[config.mk]
export PLATFORM = sky130hd
export DESIGN_NAME = gpng_queue
export DESIGN_NICKNAME = d
export VERILOG_FILES = /design/src/design/gpng_pkg.sv /design/src/design/gpng_queue.sv
export VERILOG_INCLUDE_DIRS = /design/src /design/src/design
export SDC_FILE = /design/constraint.sdc
export NUM_CORES = 1
export LEC_CHECK = 0
export BUFFER_PORTS_ARGS = -buffer_cell sky130_fd_sc_hd__buf_4
export CAP_MARGIN = 10
export CORE_MARGIN = 4
export CORE_UTILIZATION = 65
export DETAILED_ROUTE_END_ITERATION = 6
export GPL_ROUTABILITY_DRIVEN = 0
export PLACE_DENSITY = 0.85
export SLEW_MARGIN = 25
export SYNTH_ARGS = -nofsm -noshare
export SYNTH_HDL_FRONTEND = slang
export SYNTH_SLANG_ARGS = --single-unit
[constraint.sdc]
create_clock -name clock -period 12.76 [get_ports clock]
set_clock_uncertainty 0.1 [all_clocks]
set_input_delay 1.276 -clock clock [delete_from_list [all_inputs] [get_ports clock]]
set_output_delay 1.276 -clock clock [all_outputs]
set_load 0.01 [all_outputs]
[src/design/assert_macros.svh]
// Assertion macros shared by the design files.
`ifndef ASSERT_MACROS_SVH
`define ASSERT_MACROS_SVH

// Same-cycle implication, checked outside reset.
`define ASSERT_IMP(label, ante, cons) \
   label: assert property (@(posedge clock) disable iff (reset) (ante) |-> (cons)) \
      else $error("assertion violated");

// Next-cycle implication, checked outside reset.
`define ASSERT_NEXT(label, ante, cons) \
   label: assert property (@(posedge clock) disable iff (reset) (ante) |=> (cons)) \
      else $error("assertion violated");

`endif

[src/design/gpng_pkg.sv]
// Package with the widths, constants and types of the polar Gaussian generator.
`timescale 1ns / 1ps
package gpng_pkg;

   // Input uniform width and the fraction bits of a Q1.F uniform.
   localparam int UW     = 16;
   localparam int FW     = UW - 1;
   localparam int AM_W   = FW;
   localparam int SQ_W   = 2 * UW;
   localparam int RSUM_W = 2 * UW + 1;
   localparam int R_W    = 2 * FW;
   localparam logic [RSUM_W-1:0] R_ONE = RSUM_W'(1) << R_W;

   // Logarithm datapath.
   localparam int XW          = 32;
   localparam int LOG_ROUNDS  = 32;
   localparam int FRAC_W      = LOG_ROUNDS;
   localparam int INT_W       = 6;
   localparam int L_W         = INT_W + FRAC_W;
   localparam int TP_W        = L_W - 8 + 32;
   localparam int T_W         = TP_W - 31;
   localparam logic [31:0] LN2_Q32 = 32'd2977044471;
   localparam int T_SHIFT     = 24;
   localparam int NORM_STAGES = 2;

   // Square root and divider units.
   localparam int SQ_IN_W     = 64;
   localparam int SQ_OUT_W    = 32;
   localparam int SQ_REM_W    = 34;
   localparam int SQRT_STAGES = 32;
   localparam int DIV_W       = 64;
   localparam int DQ_W        = 32;
   localparam int DIV_STAGES  = 32;
   localparam int Q_SHIFT     = 62 - 2 * FW;
   localparam int C_SHIFT     = 61 - FW;

   // Back pipeline alignment.
   localparam int LOG_LAT = NORM_STAGES + LOG_ROUNDS + 2;
   localparam int C_DLY   = LOG_LAT - DIV_STAGES;
   localparam int M_LAT   = LOG_LAT + SQRT_STAGES + 2;

   // Scaling and output.
   localparam int CFG_W  = 16;
   localparam int P_W    = 2 * DQ_W - 30;
   localparam int MP_W   = P_W + CFG_W;
   localparam int SUM_W  = P_W + 3;
   localparam int OUT_W  = 32;
   localparam logic signed [SUM_W-1:0] SAT_HI = SUM_W'(64'sd2147483647);
   localparam logic signed [SUM_W-1:0] SAT_LO = SUM_W'(-64'sd2147483648);

   // Request queue.
   localparam int Q_DEPTH = 8;
   localparam int Q_AW    = 3;
   localparam int Q_CW    = 4;
   localparam int CR_W    = Q_CW + 1;

   // Configuration registers.
   localparam int CSR_IDX_W = 2;
   typedef enum logic [CSR_IDX_W-1:0] {
      CSR_MEAN    = 2'd0,
      CSR_STD_DEV = 2'd1
   } csr_index_type;
   localparam logic [CFG_W-1:0] STD_RESET = 16'd256;

   typedef struct packed {
      logic            neg1;
      logic            neg2;
      logic [AM_W-1:0] mag1;
      logic [AM_W-1:0] mag2;
      logic [R_W-1:0]  r;
   } qent_type;

   typedef struct packed {
      logic     valid;
      qent_type ent;
   } qpush_type;

   typedef struct packed {
      logic            empty;
      logic [Q_CW-1:0] count;
   } qstat_type;

endpackage

[src/design/gpng_queue.sv]
// Small flip-flop queue between the front end and the back pipeline.
`timescale 1ns / 1ps
`include "assert_macros.svh"
module gpng_queue (
   input  logic                 clock,
   input  logic                 reset,
   input  gpng_pkg::qpush_type  qpush,
   input  logic                 pop,
   output gpng_pkg::qent_type   head,
   output gpng_pkg::qstat_type  qstat
);

   gpng_pkg::qent_type          mem_ff [gpng_pkg::Q_DEPTH];
   logic [gpng_pkg::Q_AW-1:0]   wr_ptr_ff, rd_ptr_ff;
   logic [gpng_pkg::Q_CW-1:0]   count_ff, count_in;

   always_comb begin
      count_in = count_ff;
      if (qpush.valid && !pop) begin
         count_in = count_ff + 1'b1;
      end else if (pop && !qpush.valid) begin
         count_in = count_ff - 1'b1;
      end
   end

   always_ff @(posedge clock) begin
      if (reset) begin
         wr_ptr_ff <= '0;
         rd_ptr_ff <= '0;
         count_ff  <= '0;
      end else begin
         if (qpush.valid) begin
            wr_ptr_ff <= wr_ptr_ff + 1'b1;
         end
         if (pop) begin
            rd_ptr_ff <= rd_ptr_ff + 1'b1;
         end
         count_ff <= count_in;
      end
   end

   always_ff @(posedge clock) begin
      if (qpush.valid) begin
         mem_ff[wr_ptr_ff] <= qpush.ent;
      end
   end

   assign head        = mem_ff[rd_ptr_ff];
   assign qstat.count = count_ff;
   assign qstat.empty = (count_ff == '0);

   `ASSERT_IMP(a_no_overflow, count_ff == gpng_pkg::Q_CW'(gpng_pkg::Q_DEPTH), !qpush.valid)
   `ASSERT_IMP(a_no_underflow, count_ff == '0, !pop)
   `ASSERT_NEXT(a_count_steady, qpush.valid == pop, $stable(count_ff))

endmodule

Word level (Yosys, flattened, before mapping)

Memories as Yosys holds them, arrays and structs flattened. A register that Yosys moved wholly into a read port is not among the register bits.
Index checks and enable logic that the tools add are counted.

Flip-flop bits (word level): 10
Bits in writable memories: 496
Bits of input ports: 66
Output and inout bits: 67
Logic and storage cells: 20
Memories kept: 1

Memory list:

| memory | words | width | read ports | clocked after Yosys merged registers in | wr ports | line             | RTL |
|---|---|---|---|---|---|---|---|
| mem_ff | 8     | 62    | 1          | 1                                       | 1        | gpng_queue.sv:13 | `gpng_pkg::qent_type mem_ff [gpng_pkg::Q_DEPTH];` |

Add/subtract/negate cells: 4
Mux-type cells: 6
Reduce and logical (&&, ||, !) cells: 6

Operators by type and width:

| kind                                                                | number |
|---|---|
| 4-bit 2-to-1 mux                                                    | 2 |
| 3-bit by 1-bit adder with 3-bit output (second input constant)      | 2 |
| 3-bit 2-to-1 mux                                                    | 2 |
| 4-bit by 1-bit adder with 4-bit output (second input constant)      | 1 |
| 4-bit logical NOT                                                   | 1 |
| 4-bit by 1-bit subtractor with 4-bit output (second input constant) | 1 |
| 1-bit logical AND                                                   | 2 |
| 1-bit logical NOT                                                   | 2 |
| 1-bit 2-to-1 mux                                                    | 2 |
| 2-bit nonzero test                                                  | 1 |

Longest topological paths before layout

Depth in word-level cells: 4
Mapped depth: 8
Mapped depth without buffers: 8

Worst setup path before layout

No wires, ideal clock.

Kind: input port to flip-flop
From: input port qpush[62] (netlist name)
To: memory mem_ff[0][0] (netlist name) (enable)
Setup time: 0.558 ns
Arrival time: 5.587 ns
Data required time: 12.102 ns
Slack: 6.515 ns
Stages on the path: 2
Buffers on the path: 0
Path through: nand2b_1 -> nor3_1

Word-level cells in the longest chain between the ends: 2

Ends and longest elaborated chain:

| item                                   | line             | RTL |
|---|---|---|
| start: declaration                     | gpng_queue.sv:7  | `input gpng_pkg::qpush_type qpush,` |
| 1-bit 2-to-1 mux                       | gpng_queue.sv:43 | `if (qpush.valid) begin` |
| 1-bit 2-to-1 mux (implied by the code) | gpng_queue.sv:44 | `mem_ff[wr_ptr_ff] <= qpush.ent;` |
| end: declaration                       | gpng_queue.sv:13 |  |

No other way between the ends.

==> out/results.ini <==
[status]
outcome = completed

[routing]
wirelength_mm = 36.7
wl_per_cell_um = 26.7
ant_nets = 0
vias_per_cell = 6.27
route.vias.total = 8610
route.detailed.drc = 0
drtIter0Drc = 886
dr.pass1.iters = 5

[placement]
portBuffers = 132
dp_hpwl_mm = 19.5
post-place-cells = 1287
dpl_worst_slack_ns = 8.40

[floorplanning]
fp.dieW_um = 181
ios = 133
dieArea_mm2 = 0.0329
fp.dieH_um = 181
start_util_pct = 65.9
core_area_mm2 = 0.0296
rows = 63

[yosys]
ys_ff_latch = 509
syn-instance-count = 785
synth.yosys.seq_area_share_pct = 77.6
yosys_warnings = 0
syn-num-nets = 857
synth.avg_cell_area_um2 = 24.9
synth_area_mm2 = 0.0195
ys_types = 28

[power_and_ir_drop]
power_density_mw_per_mm2 = 158
leakagePower_nw = 7.37
ir_worst_vdd_uv = 148

[clock_network]
ctsResizeCount = 0
clock-root-buffer = clkbuf_16
clk-insertion-delay-late_ns = 0.54
h-tree-depth = 2
cts_buffer_depth = 3
path_clk_slew_ns = 0.06
cts_buffers = 49
hold_buffers = 0
postCtsSetupBuffers = 0
cts_tree = yes
cts_sinks = 509

[critical_path]
worstReg2RegStart = wr_ptr_ff[2]$_SDFFE_PP0P_
reg2reg_depth = 3
rrSetupSlack_ns = 10.13
rr_endpoint = mem_ff[0][28]$_DFFE_PP_
crit_type = reg2out
startpoint_type = flop
cp.required_ns = 11.38
path_max_fanout = 47
cp.arrival_ns = 3.41
end_kind = output pin

[sta]
hold_violations = 0
period_needed_ns = 4.79
setup-tns-final_ns = 0
tightest_slew_ns = 0.945
fin_crit_sh_pct = 37.5
max_freq_mhz = 209
drv_slew = 0
holdWs_ns = 0.436
relSlewSlack_pct = 37.0
rsz0062_at_grt = no
setup_viol_count_final = 0
layout_setup_ws_ns = 7.97

[flow_run]
drv_cap = 0

[global_route]
gr-total-overflow = 0
grt_pass1_vias = 9049
antenna_found_initial = 0
grt_pass1_wl_mm = 55.7
grt.total_usage_pct = 22.5
grt_max_degree = 63

[final_layout]
drive_gt1_share_pct = 40.3
multiInputGateArea_mm2 = 0.00416
seq_area_mm2 = 0.0152
diodes = 0
fin_nets = 1021
stdcell_count = 1374
utilization_pct = 75.8
synthToLayoutAreaGrowth_pct = 14.9
fillers = 1579

[worst_hold_path]
min_path_type = reg2reg
hold_start = rd_ptr_ff[2]$_SDFFE_PP0P_
hold_path_depth = 2
hold_end = rd_ptr_ff[2]$_SDFFE_PP0P_

-- worst max path at each step --
stage	endpoint	slack (ns)	cells after the start
4_1_cts	head[5]	7.81	4
3_5_place_dp	head[3]	8.40	4
5_1_grt	head[5]	7.67	4
3_3_place_gp	head[1]	8.43	4
6_report	head[5]	7.97	4
2_1_floorplan	mem_ff[0][0]$_DFFE_PP_	6.51	2
-- per-layer routing --
metal | vias up | track usage, % | share of wire, %
li1 | 3672 | - | -
met1 | 4548 | 32.8 | 41
met2 | 336 | 36.8 | 50
met3 | 54 | 3.95 | 6.6
met4 | 0 | 5.25 | 1.9
met5 | - | 0 | 0
-- stage by stage --
step	total power, mW	cell area (µm²)
3_5_place_dp	2.28	21000
5_1_grt	3.68	22500
3_3_place_gp	2.27	20900
4_1_cts	3.58	22400
2_1_floorplan	2.15	19500
6_report	3.55	22500
-- worst max-delay path, stage by stage (launching register included) --
cell	delay (ns)
dfxtp_4	0.95
buf_4	0.78
mux4_1	0.68
mux2_4	0.30
buf_4	0.14
-- where the power goes --
group | switching [mW] | internal, mW
registers | 0.0279 | 1.88
clock network | 0.557 | 0.747
logic | 0.151 | 0.186
-- placed cells by master (no fill, tap or decap), types with 3 or more instances in the layout --
cell type / synthesis / routed
ha_1: 5 / 5
xnor2_1: 3 / 3
nor2_4: 0 / 6
clkbuf_16: 0 / 49
nand2_1: 4 / 4
mux2_2: 3 / 3
nor2_1: 19 / 13
mux4_2: 110 / 110
edfxtp_1: 496 / 496
dfxtp_4: 0 / 3
clkinv_1: 0 / 5
mux2i_1: 3 / 3
xor2_1: 3 / 3
buf_4: 0 / 144
dfxtp_1: 13 / 10
clkbuf_1: 9 / 18
mux2_4: 60 / 60
buf_16: 0 / 3
nand2b_1: 3 / 3
mux4_1: 14 / 14
clkinv_2: 0 / 11
-- area by class of cell --
cell class	count	share of cell area, %
Sequential cell	509	67.5
Multi-Input combinational cell	237	18.5
Clock buffer	67	5.76
Tap cell	390	2.17
Clock inverter	19	0.630
Timing Repair Buffer	150	5.37
Inverter	2	0.0334
-- cells in the mapped netlist --
cell        n  area (µm²)
mux2i_1     3        30.0
clkbuf_1    9        33.8
buf_1       6        22.5
nor2_1     19        71.3
mux2_2      3        33.8
inv_1       2        7.51
buf_12      7         140
nand2b_1    3        18.8
a31oi_1     1        6.26
nand2_1     4        15.0
ha_1        5        62.6
a211oi_1    1        7.51
nor2b_1     1        6.26
mux2_4     60         901
mux4_2    110        2480
edfxtp_1  496       14900
buf_6       1        11.3
nand3_1     1        5.00
nor3_1      2        10.0
nor4_1      1        6.26
buf_2      13        65.1
mux4_1     14         368
xnor2_1     3        26.3
dfxtp_1    13         260
xor2_1      3        26.3
a21oi_1     2        10.0
clkbuf_2    1        5.00
fa_1        1        20.0
-- kinds of logic (layout without fill, tap and decap cells) --
family,Yosys count,in the layout,synth area share [%]
compound gates,4,4,0.122
buf+inv,39,238,1.46
flops,509,509,77.6
xor+xnor,6,6,0.269
mux,190,190,19.5
simple gates,31,31,0.679
fa+ha+maj,6,6,0.423
-- sequential cells by signal, indices dropped and copies added (netlist names), named ones only --
register   flops
count_ff       4
mem_ff       496
rd_ptr_ff      3
wr_ptr_ff      3
No activity file was read; power rests on OpenSTA's default activity.
