$ cat src/design/assert_macros.svh
// Assertion macros shared by the design files.
`ifndef ASSERT_MACROS_SVH
`define ASSERT_MACROS_SVH

// Same-cycle implication, checked outside reset.
`define ASSERT_IMP(label, ante, cons) \
   label: assert property (@(posedge clock) disable iff (reset) (ante) |-> (cons)) \
      else $error("assertion violated");

// Next-cycle implication, checked outside reset.
`define ASSERT_NEXT(label, ante, cons) \
   label: assert property (@(posedge clock) disable iff (reset) (ante) |=> (cons)) \
      else $error("assertion violated");

`endif

$ cat src/design/gpng_pkg.sv
// Package with the widths, constants and types of the polar Gaussian generator.
`timescale 1ns / 1ps
package gpng_pkg;

   // Input uniform width and the fraction bits of a Q1.F uniform.
   localparam int UW     = 16;
   localparam int FW     = UW - 1;
   localparam int AM_W   = FW;
   localparam int SQ_W   = 2 * UW;
   localparam int RSUM_W = 2 * UW + 1;
   localparam int R_W    = 2 * FW;
   localparam logic [RSUM_W-1:0] R_ONE = RSUM_W'(1) << R_W;

   // Logarithm datapath.
   localparam int XW          = 32;
   localparam int LOG_ROUNDS  = 32;
   localparam int FRAC_W      = LOG_ROUNDS;
   localparam int INT_W       = 6;
   localparam int L_W         = INT_W + FRAC_W;
   localparam int TP_W        = L_W - 8 + 32;
   localparam int T_W         = TP_W - 31;
   localparam logic [31:0] LN2_Q32 = 32'd2977044471;
   localparam int T_SHIFT     = 24;
   localparam int NORM_STAGES = 2;

   // Square root and divider units.
   localparam int SQ_IN_W     = 64;
   localparam int SQ_OUT_W    = 32;
   localparam int SQ_REM_W    = 34;
   localparam int SQRT_STAGES = 32;
   localparam int DIV_W       = 64;
   localparam int DQ_W        = 32;
   localparam int DIV_STAGES  = 32;
   localparam int Q_SHIFT     = 62 - 2 * FW;
   localparam int C_SHIFT     = 61 - FW;

   // Back pipeline alignment.
   localparam int LOG_LAT = NORM_STAGES + LOG_ROUNDS + 2;
   localparam int C_DLY   = LOG_LAT - DIV_STAGES;
   localparam int M_LAT   = LOG_LAT + SQRT_STAGES + 2;

   // Scaling and output.
   localparam int CFG_W  = 16;
   localparam int P_W    = 2 * DQ_W - 30;
   localparam int MP_W   = P_W + CFG_W;
   localparam int SUM_W  = P_W + 3;
   localparam int OUT_W  = 32;
   localparam logic signed [SUM_W-1:0] SAT_HI = SUM_W'(64'sd2147483647);
   localparam logic signed [SUM_W-1:0] SAT_LO = SUM_W'(-64'sd2147483648);

   // Request queue.
   localparam int Q_DEPTH = 8;
   localparam int Q_AW    = 3;
   localparam int Q_CW    = 4;
   localparam int CR_W    = Q_CW + 1;

   // Configuration registers.
   localparam int CSR_IDX_W = 2;
   typedef enum logic [CSR_IDX_W-1:0] {
      CSR_MEAN    = 2'd0,
      CSR_STD_DEV = 2'd1
   } csr_index_type;
   localparam logic [CFG_W-1:0] STD_RESET = 16'd256;

   typedef struct packed {
      logic            neg1;
      logic            neg2;
      logic [AM_W-1:0] mag1;
      logic [AM_W-1:0] mag2;
      logic [R_W-1:0]  r;
   } qent_type;

   typedef struct packed {
      logic     valid;
      qent_type ent;
   } qpush_type;

   typedef struct packed {
      logic            empty;
      logic [Q_CW-1:0] count;
   } qstat_type;

endpackage

$ cat src/design/gpng_front.sv
// Front end: accepts requests, squares the uniforms and drops zero pairs and pairs on or outside the unit circle.
`timescale 1ns / 1ps
module gpng_front (
   input  logic                       clock,
   input  logic                       reset,
   input  logic                       req_valid,
   output logic                       req_stall,
   input  logic [15:0]                req_first_uniform,
   input  logic [15:0]                req_second_uniform,
   input  gpng_pkg::qstat_type        qstat,
   output gpng_pkg::qpush_type        qpush
);

   logic                         accept;
   logic [gpng_pkg::UW-1:0]      raw1, raw2, mag1_in, mag2_in;
   logic [gpng_pkg::CR_W-1:0]    credit;

   logic                         f1_vld_ff, f1_neg1_ff, f1_neg2_ff;
   logic [gpng_pkg::UW-1:0]      f1_mag1_ff, f1_mag2_ff;
   logic                         f2_vld_ff, f2_neg1_ff, f2_neg2_ff;
   logic [gpng_pkg::UW-1:0]      f2_mag1_ff, f2_mag2_ff;
   logic [gpng_pkg::SQ_W-1:0]    f2_sq1_ff, f2_sq2_ff;
   logic [gpng_pkg::RSUM_W-1:0]  rsum;
   logic                         keep;
   gpng_pkg::qpush_type          qpush_ff, qpush_in;

   // Every request in flight holds a queue slot, so the queue never overflows.
   assign credit = gpng_pkg::CR_W'(qstat.count) + gpng_pkg::CR_W'(f1_vld_ff)
                 + gpng_pkg::CR_W'(f2_vld_ff) + gpng_pkg::CR_W'(qpush_ff.valid);
   assign req_stall = credit >= gpng_pkg::CR_W'(gpng_pkg::Q_DEPTH);
   assign accept    = req_valid && !req_stall;

   assign raw1    = req_first_uniform[gpng_pkg::UW-1:0];
   assign raw2    = req_second_uniform[gpng_pkg::UW-1:0];
   assign mag1_in = raw1[gpng_pkg::UW-1] ? (~raw1 + 1'b1) : raw1;
   assign mag2_in = raw2[gpng_pkg::UW-1] ? (~raw2 + 1'b1) : raw2;

   always_comb begin
      rsum = gpng_pkg::RSUM_W'(f2_sq1_ff) + gpng_pkg::RSUM_W'(f2_sq2_ff);
      keep = (rsum != '0) && (rsum < gpng_pkg::R_ONE);
      qpush_in.valid    = f2_vld_ff && keep;
      qpush_in.ent.neg1 = f2_neg1_ff;
      qpush_in.ent.neg2 = f2_neg2_ff;
      qpush_in.ent.mag1 = f2_mag1_ff[gpng_pkg::AM_W-1:0];
      qpush_in.ent.mag2 = f2_mag2_ff[gpng_pkg::AM_W-1:0];
      qpush_in.ent.r    = rsum[gpng_pkg::R_W-1:0];
   end

   always_ff @(posedge clock) begin
      if (reset) begin
         f1_vld_ff      <= 1'b0;
         f2_vld_ff      <= 1'b0;
         qpush_ff.valid <= 1'b0;
      end else begin
         f1_vld_ff      <= accept;
         f2_vld_ff      <= f1_vld_ff;
         qpush_ff.valid <= qpush_in.valid;
      end
   end

   always_ff @(posedge clock) begin
      f1_neg1_ff   <= raw1[gpng_pkg::UW-1];
      f1_neg2_ff   <= raw2[gpng_pkg::UW-1];
      f1_mag1_ff   <= mag1_in;
      f1_mag2_ff   <= mag2_in;
      f2_neg1_ff   <= f1_neg1_ff;
      f2_neg2_ff   <= f1_neg2_ff;
      f2_mag1_ff   <= f1_mag1_ff;
      f2_mag2_ff   <= f1_mag2_ff;
      f2_sq1_ff    <= gpng_pkg::SQ_W'(f1_mag1_ff) * gpng_pkg::SQ_W'(f1_mag1_ff);
      f2_sq2_ff    <= gpng_pkg::SQ_W'(f1_mag2_ff) * gpng_pkg::SQ_W'(f1_mag2_ff);
      qpush_ff.ent <= qpush_in.ent;
   end

   assign qpush = qpush_ff;

endmodule

$ cat config.mk
export PLATFORM = sky130hd
export DESIGN_NAME = gpng_front
export DESIGN_NICKNAME = d
export VERILOG_FILES = /design/src/design/assert_macros.svh /design/src/design/gpng_pkg.sv /design/src/design/gpng_front.sv
export SDC_FILE = /design/constraint.sdc
export NUM_CORES = 1
export LEC_CHECK = 0
export ABC_CLOCK_PERIOD_IN_PS = 17190
export BUFFER_PORTS_ARGS = -buffer_cell sky130_fd_sc_hd__buf_2
export CAP_MARGIN = 20
export CELL_PAD_IN_SITES_DETAIL_PLACEMENT = 1
export CELL_PAD_IN_SITES_GLOBAL_PLACEMENT = 2
export CORE_MARGIN = 1
export CORE_UTILIZATION = 44
export CTS_CLUSTER_DIAMETER = 80
export DETAILED_ROUTE_END_ITERATION = 12
export GPL_TIMING_DRIVEN = 0
export PLACE_DENSITY_LB_ADDON = 0.1
export SETUP_SLACK_MARGIN = 0.5
export SLEW_MARGIN = 20
export SYNTH_ARGS = -nofsm -noshare
export SYNTH_HDL_FRONTEND = slang
export SYNTH_SLANG_ARGS = --single-unit
export TNS_END_PERCENT = 50
$ cat constraint.sdc
create_clock -name clock -period 17.19 [get_ports clock]
set_input_delay 1.719 -clock clock [delete_from_list [all_inputs] [get_ports clock]]
set_output_delay 1.719 -clock clock [all_outputs]
set_load 0.03 [all_outputs]
Word level (Yosys, flattened, before mapping)
Index checks and enable logic that the tools add are counted.

storage, ports and cells
  register bits after elaboration = 195
  output and inout port bits = 64
  bits of input ports = 40
  logic and storage cells = 39

operators by class
  bitwise gates (word level) = 2
  order comparisons = 2
  multiplexer cells = 2
  reductions and logical operators = 5
  $mul = 2
  add/sub/neg operators = 6

operators by type and width
  cell                                                                            count
  16-bit by 16-bit multiplier with 32-bit output                                  2
  32-bit by 32-bit adder with 33-bit output                                       1
  33-bit by 31-bit less-than comparator with 1-bit output, second input constant  1
  33-bit nonzero test                                                             1
  16-bit by 1-bit adder with 16-bit output, second input constant                 2
  16-bit NOT                                                                      2
  15-bit two-way mux                                                              2
  5-bit by 1-bit adder with 5-bit output                                          2
  4-bit by 1-bit adder with 5-bit output                                          1
  5-bit by 4-bit >= comparator with 1-bit output, second input constant           1
  1-bit logical AND                                                               3
  1-bit logical NOT                                                               1

Depth between registers and ports, before layout
Gate-level depths: netlist (run 1).

  word-level depth = 6
  gate-level depth with buffers = 25
  depth with buffers taken out = 24

Least setup slack after synthesis (run 1)
No wires, ideal clock.

  kind = register to register
  start point = register f1_mag1_ff[1] (netlist name)
  end point = register f2_sq1_ff[31] (netlist name)
  arrival time = 6.100 ns
  required time = 17.058 ns
  clock period less this slack = 6.231 ns
  library setup time = 0.132 ns
  setup slack = 10.959 ns
  cell stages (with the launch flop) = 23
  buffers on the path = 2
  cells stage by stage = dfxtp_1 > clkbuf_1 > clkbuf_1 > nand2_1 > fa_1 > inv_1 > fa_1 > ha_1 > inv_1 > fa_1 > fa_1 > fa_1 > inv_1 > ha_1 > and3_1 > a221oi_1 > o21ai_0 > or2_2 > a21oi_1 > o31a_1 > o2111ai_1 > a2111oi_0 > nor3b_1

on the way
  word-level cells in the longest chain between the ends = 1

RTL lines
  item                                            line              RTL
  from (decl)                                     gpng_front.sv:19  logic [gpng_pkg::UW-1:0] f1_mag1_ff, f1_mag2_ff;
  from (signal assigned)                          gpng_front.sv:64  f1_mag1_ff <= mag1_in;
  16-bit by 16-bit multiplier with 32-bit output  gpng_front.sv:70  f2_sq1_ff <= gpng_pkg::SQ_W'(f1_mag1_ff) * gpng_pkg::SQ_W'(f1_mag1_ff);
  to (signal assigned)                            gpng_front.sv:70
  to (decl)                                       gpng_front.sv:22  logic [gpng_pkg::SQ_W-1:0] f2_sq1_ff, f2_sq2_ff;

Every way passes these cells.
A chain may end at the register's enable or synchronous reset.

Worst setup path after layout (run 1)
Ends and elaborated chain as after synthesis.

==> insert_results.sql, run 1 <==
INSERT INTO impl_metrics (metric_group, metric, value, unit) VALUES
('logic_synthesis', 'synth_enable_flop_cells', '0', ''),
('cts', 'clock_tree.root_cell', 'clkbuf_16', ''),
('logic_synthesis', 'synth_top_family_by_area', 'adder cells', ''),
('timing', 'slew_headroom', '39.6', '%'),
('logic_synthesis', 'synth.lib_cells_used.distinct', '71', ''),
('grt', 'grt_first_pass_wirelength', '81500', 'µm'),
('cts', 'cts_setup_buffers', '0', ''),
('logic_synthesis', 'synth_common_cells', 'inv_1, fa_1, ha_1', ''),
('cts', 'clkTransAtPathRegs', '0.08', 'ns'),
('logic_synthesis', 'yosys.area_share.simple', '11.0', '%'),
('logic_synthesis', 'synth_ff_type', 'dfxtp_1', ''),
('critical_path', 'worstPathCellList', 'clkbuf_1 -> clkbuf_1 -> nand2_1 -> fa_1 -> inv_1 -> fa_1 -> ha_1 -> inv_1 -> fa_1 -> fa_1 -> fa_1 -> inv_1 -> ha_1 -> and3_1 -> a221oi_1 -> o21ai_0 -> or2_2 -> a21oi_1 -> o31a_1 -> o2111ai_1 -> a2111oi_0 -> nor3b_1', ''),
('critical_path', 'setup.worst_path.start_class', 'flip-flop', ''),
('critical_path', 'critPathTopFamily', 'adder cells', ''),
('logic_synthesis', 'synth_adder_area_share', '46.6', '%'),
('critical_path', 'critPathBufInv', '5', ''),
('final_layout', 'drive_above_1_share', '6.92', '%'),
('timing', 'number_of_endpoints_failing_setup_at_the_final_stage', '0', ''),
('logic_synthesis', 'ys.warnings.count', '0', ''),
('die', 'dieWidth', '217', 'µm'),
('route', 'drt_initial_violations', '634', ''),
('die', 'die-area', '47200', 'µm²'),
('final_layout', 'num-nets-final', '2875', ''),
('cts', 'cts_buffer_depth', '2', ''),
('critical_path', 'critical_path_arrival', '7.93', 'ns'),
('timing', 'fin_crit_sh', '44.0', '%'),
('critical_path', 'wp_data_required', '17.56', 'ns'),
('logic_synthesis', 'synthDominantCellAreaShare', '32.0', '%'),
('critical_path', 'critical_path_cell_count', '22', ''),
('critical_path', 'crit_path_end_kind', 'flip-flop', ''),
('die', 'floorplan.core_area', '45600', 'µm²'),
('logic_synthesis', 'synth_area_leaders', 'fa_1, dfxtp_1, ha_1', ''),
('grt', 'track_usage', '22.4', '%'),
('logic_synthesis', 'yosys_register_bits', '191', ''),
('grt', 'first_global_vias', '16000', ''),
('logic_synthesis', 'synth.most_common_cell', 'inv_1', ''),
('placed_design', 'place.gp.congestion', '0.891', ''),
('route', 'drc', '0', ''),
('cts', 'postCtsResizedCells', '0', ''),
('route', 'via_count', '14400', ''),
('critical_path', 'critical_path.most_common_cell', 'fa_1', ''),
('critical_path', 'critical_path.reg2reg.endpoint', 'f2_sq1_ff[31]', ''),
('logic_synthesis', 'synth-seq-area-share', '18.7', '%'),
('die', 'ios', '104', ''),
('timing', 'fin_hold_ws', '0.328', 'ns'),
('grt', 'antenna_found_initial', '3', ''),
('logic_synthesis', 'synth_area_per_cell', '9.49', 'µm²'),
('route', 'finalWirelength', '48400', 'µm'),
('cts', 'cts_sinks', '191', ''),
('cts', 'postCtsHoldBufs', '0', ''),
('timing', 'worst_pin_slew', '0.882', 'ns'),
('logic_synthesis', 'syn_nets', '2754', ''),
('critical_path', 'critical_path_class', 'reg2reg', ''),
('timing', 'final.min_clock_period', '7.56', 'ns'),
('critical_path', 'critical_path.endpoint', 'f2_sq1_ff[31]', ''),
('placed_design', 'io_buffers', '102', ''),
('route', 'routed_via_density', '5.01', ''),
('critical_path', 'crit_start', 'f1_mag1_ff[1]', ''),
('die', 'effective_utilization_at_floorplan', '44.8', '%'),
('outcome', 'outcome', 'complete, no violations', ''),
('logic_synthesis', 'synth.mux.area_fraction', '0.208', '%'),
('route', 'ant_nets', '0', ''),
('timing', 'fmax', '132', 'MHz'),
('timing', 'finalHoldViolCount', '0', ''),
('timing', 'post_route_setup_tns', '0', 'ns'),
('timing', 'clock_skew', '0.0157', 'ns'),
('route', 'post_drt_wl_per_cell', '16.8', 'µm'),
('job', 'max_cap_viol_count', '0', ''),
('logic_synthesis', 'mappedNetlistArea', '20400', 'µm²'),
('logic_synthesis', 'synth_compound_gate_area_share', '8.03', '%'),
('critical_path', 'flop_to_flop_setup_slack', '9.63', 'ns');
metrics by stage:
step                util (%)  setup slack, ns  instance area (µm²)  std cells
global route            48.8             9.15                22300       2882
CTS                     48.8             9.64                22300       2882
floorplan                  -            10.96                20400       2150
finish                  48.8             9.63                22300       2883
detailed placement      47.5             9.68                21700       2852
global placement        47.5             9.75                21700       2852
state kept, by name (all words and copies together), names as in the netlist:
name,count
qpush,63
f2_sq1_ff,31
f2_sq2_ff,31
f1_mag1_ff,16
f1_mag2_ff,16
f2_mag1_ff,14
f2_mag2_ff,14
f1_neg1_ff,1
f1_neg2_ff,1
f1_vld_ff,1
f2_neg1_ff,1
f2_neg2_ff,1
f2_vld_ff,1
layer usage:
metal	routed length, µm	part of all wire (%)	vias to the layer above	global-route usage [%]
li1	-	-	6867	-
met1	22600	47	7366	30.2
met2	23500	48	168	37.4
met3	1740	3.6	36	3.72
met4	635	1.3	0	5.68
met5	0	0	-	0
cell usage in the layout (no fill, tap or decap), types with 7 or more instances in the layout:
cell / instances
nor2_1: 85
dfxtp_1: 191
o21ai_0: 43
nor2b_1: 14
or3_1: 7
fa_1: 326
nand4_1: 7
buf_2: 103
o21a_1: 16
a211oi_1: 10
xor2_1: 31
nand2_1: 187
a21o_1: 31
inv_1: 517
a21oi_1: 60
nor3_1: 16
nand2b_1: 13
clkbuf_16: 17
and3_1: 9
o31ai_1: 7
and2_1: 81
clkbuf_1: 44
xnor2_1: 88
nand3_1: 20
ha_1: 238
logic make-up (layout without fill, tap and decap cells):
kind of cell | count (synthesis) | after routing
simple gates | 469 | 469
other cells | 0 | 1
buf+inv | 562 | 694
mux | 4 | 4
xor+xnor | 119 | 119
fa+ha+maj | 564 | 564
flops | 191 | 191
compound gates | 241 | 241
area by class of cell:
class	instances	area, µm²
clock buffers	19	453
plain buffers	45	170
multi-input cells	1397	14500
fillers	5268	23300
diodes	1	2.50
flip-flops and latches	191	3820
inverters	517	1940
clock inverters	11	133
repair buffers	102	510
well taps	600	751
how the worst min path moves through the flow:
stage	from	to	slack (ns)	cells after the start
2_1_floorplan	f1_neg1_ff	f2_neg1_ff	0.31	0
5_1_grt	f2_mag2_ff[11]	qpush[41]	0.33	0
4_1_cts	f2_mag1_ff[14]	qpush[59]	0.33	0
3_5_place_dp	f2_mag1_ff[14]	qpush[59]	0.31	0
3_3_place_gp	f2_neg2_ff	qpush[60]	0.31	0
6_report	f2_mag2_ff[11]	qpush[41]	0.33	0
Power of run 1 is left out: the tool's default activity adds up to more than one toggle a clock period on the data nets, which glitch-free logic cannot reach.
==> run 2, diff against run 1 <==
ABC_CLOCK_PERIOD_IN_PS = 6550   (was 17190)
CORE_UTILIZATION = 37   (was 44)
clock period = 6.55 ns   (was 17.19 ns; I/O delays follow)
==> run 2 against run 1 <==
- via count up 2.9%
- clock-buffer cell count down 1
- global-route usage down 2.7 points
- first-iteration DRC count down 25%
- critical path depth unchanged
- hold slack worse by 0.00056 ns
==> insert_results.sql, run 2 (same netlist as run 1, synthesis figures left out) <==
INSERT INTO impl_metrics (metric_group, metric, value, unit) VALUES
('critical_path', 'reg2reg_depth', '22', ''),
('critical_path', 'critPathTopFamily', 'adder cells', ''),
('critical_path', 'worstPathCellList', 'buf_4 -> and2_4 -> fa_1 -> inv_1 -> fa_1 -> fa_2 -> fa_1 -> inv_1 -> fa_1 -> inv_1 -> fa_1 -> inv_1 -> ha_4 -> a21o_1 -> a41o_4 -> a222oi_1 -> buf_4 -> a21oi_4 -> o211ai_1 -> a21oi_2 -> o41a_1 -> xor2_1', ''),
('die', 'effective_utilization_at_floorplan', '37.7', '%'),
('timing', 'worst_pin_slew', '0.788', 'ns'),
('outcome', 'outcome', 'complete, no violations', ''),
('hold_path', 'worstHoldStart', 'f2_mag1_ff[2]', ''),
('critical_path', 'cp_max_fo', '3', ''),
('critical_path', 'flop_to_flop_setup_slack', '0.53', 'ns'),
('hold_path', 'worstHoldPathType', 'reg2reg', ''),
('critical_path', 'slowest_stage_cell_on_the_critical_path', 'fa_1', ''),
('cts', 'cts_sinks', '191', ''),
('route', 'finalWirelength', '51700', 'µm'),
('route', 'drc', '0', ''),
('route', 'ant_nets', '0', ''),
('cts', 'clock_latency', '0.50', 'ns'),
('final_layout', 'post_layout_nonfiller_instances', '3052', ''),
('grt', 'grt_first_pass_wirelength', '85200', 'µm'),
('cts', 'cts_buffer_depth', '2', ''),
('hold_path', 'worst_hold_endpoint', 'qpush[47]', ''),
('grt', 'gr-total-overflow', '0', ''),
('timing', 'clock_skew', '0.0136', 'ns'),
('timing', 'final.min_clock_period', '6.02', 'ns'),
('timing', 'slew_viol_final', '0', ''),
('critical_path', 'critical_path.reg2reg.endpoint', 'f2_sq2_ff[30]', ''),
('timing', 'unrepaired_setup_endpoints_after_global_routing', 'true', ''),
('timing', 'finalWorstSetupSlack', '0.528', 'ns'),
('cts', 'clock_tree.root_cell', 'clkbuf_16', ''),
('timing', 'finalHoldViolCount', '0', ''),
('final_layout', 'n_fill_cell', '6122', ''),
('placed_design', 'detailedPlace.worstSlack', '-0.845', 'ns'),
('grt', 'antenna_found_initial', '2', ''),
('route', 'drt_initial_violations', '478', ''),
('die', 'dieWidth', '237', 'µm'),
('critical_path', 'wp_data_required', '6.94', 'ns'),
('die', 'die_h', '237', 'µm'),
('die', 'floorplan.core_area', '54100', 'µm²'),
('cts', 'cts_tree', 'yes', ''),
('timing', 'slew_headroom', '47.1', '%'),
('critical_path', 'critical_path.most_common_cell', 'fa_1', ''),
('placed_design', 'io_buffers', '102', ''),
('critical_path', 'crit_path_end_kind', 'flip-flop', ''),
('cts', 'cts_inserted_buffers', '17', ''),
('critical_path', 'setup.worst_path.start_class', 'flip-flop', ''),
('grt', 'first_global_vias', '16500', ''),
('final_layout', 'largest_register_ff_count', '63', ''),
('placed_design', 'hpwlAfterDp', '42400', 'µm'),
('critical_path', 'largest_incremental_delay_on_the_critical_path', '0.58', 'ns'),
('route', 'via_count', '14900', ''),
('cts', 'htree_levels', '4', ''),
('grt', 'track_usage', '19.7', '%'),
('route', 'dr.max_layer_used', 'met5', ''),
('cts', 'postCtsHoldBufs', '0', ''),
('route', 'drt_pass1_iterations', '4', ''),
('route', 'met3WireLength', '1600', 'µm'),
('die', 'ios', '104', ''),
('cts', 'clkTransAtPathRegs', '0.08', 'ns'),
('final_layout', 'synthesis_to_layout_area_growth', '17.7', '%'),
('timing', 'fin_crit_sh', '91.9', '%'),
('critical_path', 'critical_r2r_launch', 'f1_mag2_ff[10]', ''),
('die', 'die-area', '56100', 'µm²'),
('placed_design', 'number_of_cells_after_detailed_placement', '2948', ''),
('critical_path', 'critPathBufInv', '6', ''),
('critical_path', 'critical_path_arrival', '6.42', 'ns'),
('die', 'fp-row-count', '85', ''),
('timing', 'number_of_endpoints_failing_setup_at_the_final_stage', '0', ''),
('final_layout', 'mostFrequentLayoutCell', 'inv_1', ''),
('job', 'max_cap_viol_count', '0', ''),
('hold_path', 'hold-path-cell-count', '0', ''),
('grt', 'grt_start_max_net_pins', '21', ''),
('route', 'post_drt_wl_per_cell', '16.9', 'µm'),
('critical_path', 'critical_path_class', 'reg2reg', ''),
('final_layout', 'drive_above_1_share', '17.3', '%'),
('placed_design', 'place.gp.congestion', '0.828', ''),
('route', 'met2WireLength', '25000', 'µm'),
('timing', 'fmax', '166', 'MHz'),
('route', 'routed_via_density', '4.87', ''),
('final_layout', 'num-nets-final', '2946', ''),
('final_layout', 'leading_cell_types_in_the_layout_fill_and_taps_excluded', 'inv_1, fa_1, ha_1', ''),
('route', 'routedLengthMet1', '24400', 'µm');
[run 2: per-stage QoR]
step / hold WS (ns) / area (µm²) / setup TNS (ns) / util (%)
floorplan: 0.310 / 20400 / 0 / -
global placement: 0.310 / 21800 / -6.89 / 40.3
detailed placement: 0.313 / 21800 / -7.94 / 40.3
CTS: 0.284 / 23600 / 0 / 43.7
global route: 0.316 / 24000 / 0 / 44.4
finish: 0.327 / 24000 / 0 / 44.4
[run 2: how the worst max path moves through the flow]
stage	startpoint	slack (ns)	depth (start not counted)	to
3_3_place_gp	f1_mag2_ff[1]	-0.77	22	f2_sq2_ff[30]
6_report	f1_mag2_ff[10]	0.53	22	f2_sq2_ff[30]
3_5_place_dp	f1_mag2_ff[1]	-0.84	22	f2_sq2_ff[30]
4_1_cts	f1_mag1_ff[4]	0.47	23	f2_sq1_ff[31]
5_1_grt	f1_mag2_ff[10]	0.28	24	f2_sq2_ff[30]
2_1_floorplan	f1_mag1_ff[6]	0.48	21	f2_sq1_ff[31]
[run 2: what timing repair did]
action | in CTS | in global routing
gates resized for setup | 235 | 80
endpoints found under the hold margin | 0 | 0
buffers inserted | 48 | 22
pin swaps | 44 | 55
endpoints found under the setup margin | 37 | 17
gates cloned | 1 | 0
[run 2: final cells by class]
type / count / area [µm²] / area share (%)
Clock buffer: 18 / 429 / 1.79
Antenna cell: 1 / 2.50 / 0.0104
Sequential cell: 191 / 3920 / 16.3
Multi-Input combinational cell: 1397 / 15000 / 62.3
Clock inverter: 14 / 165 / 0.687
Timing Repair Buffer: 173 / 1070 / 4.44
Buffer: 45 / 648 / 2.70
Tap cell: 696 / 871 / 3.62
Inverter: 517 / 1960 / 8.15
[run 2: routing by layer]
metal	track usage, %	vias to the layer above
li1	-	7028
met1	26.5	7631
met2	33.0	159
met3	2.96	34
met4	5.23	2
met5	0	-
Power of run 2 is left out for the same reason.
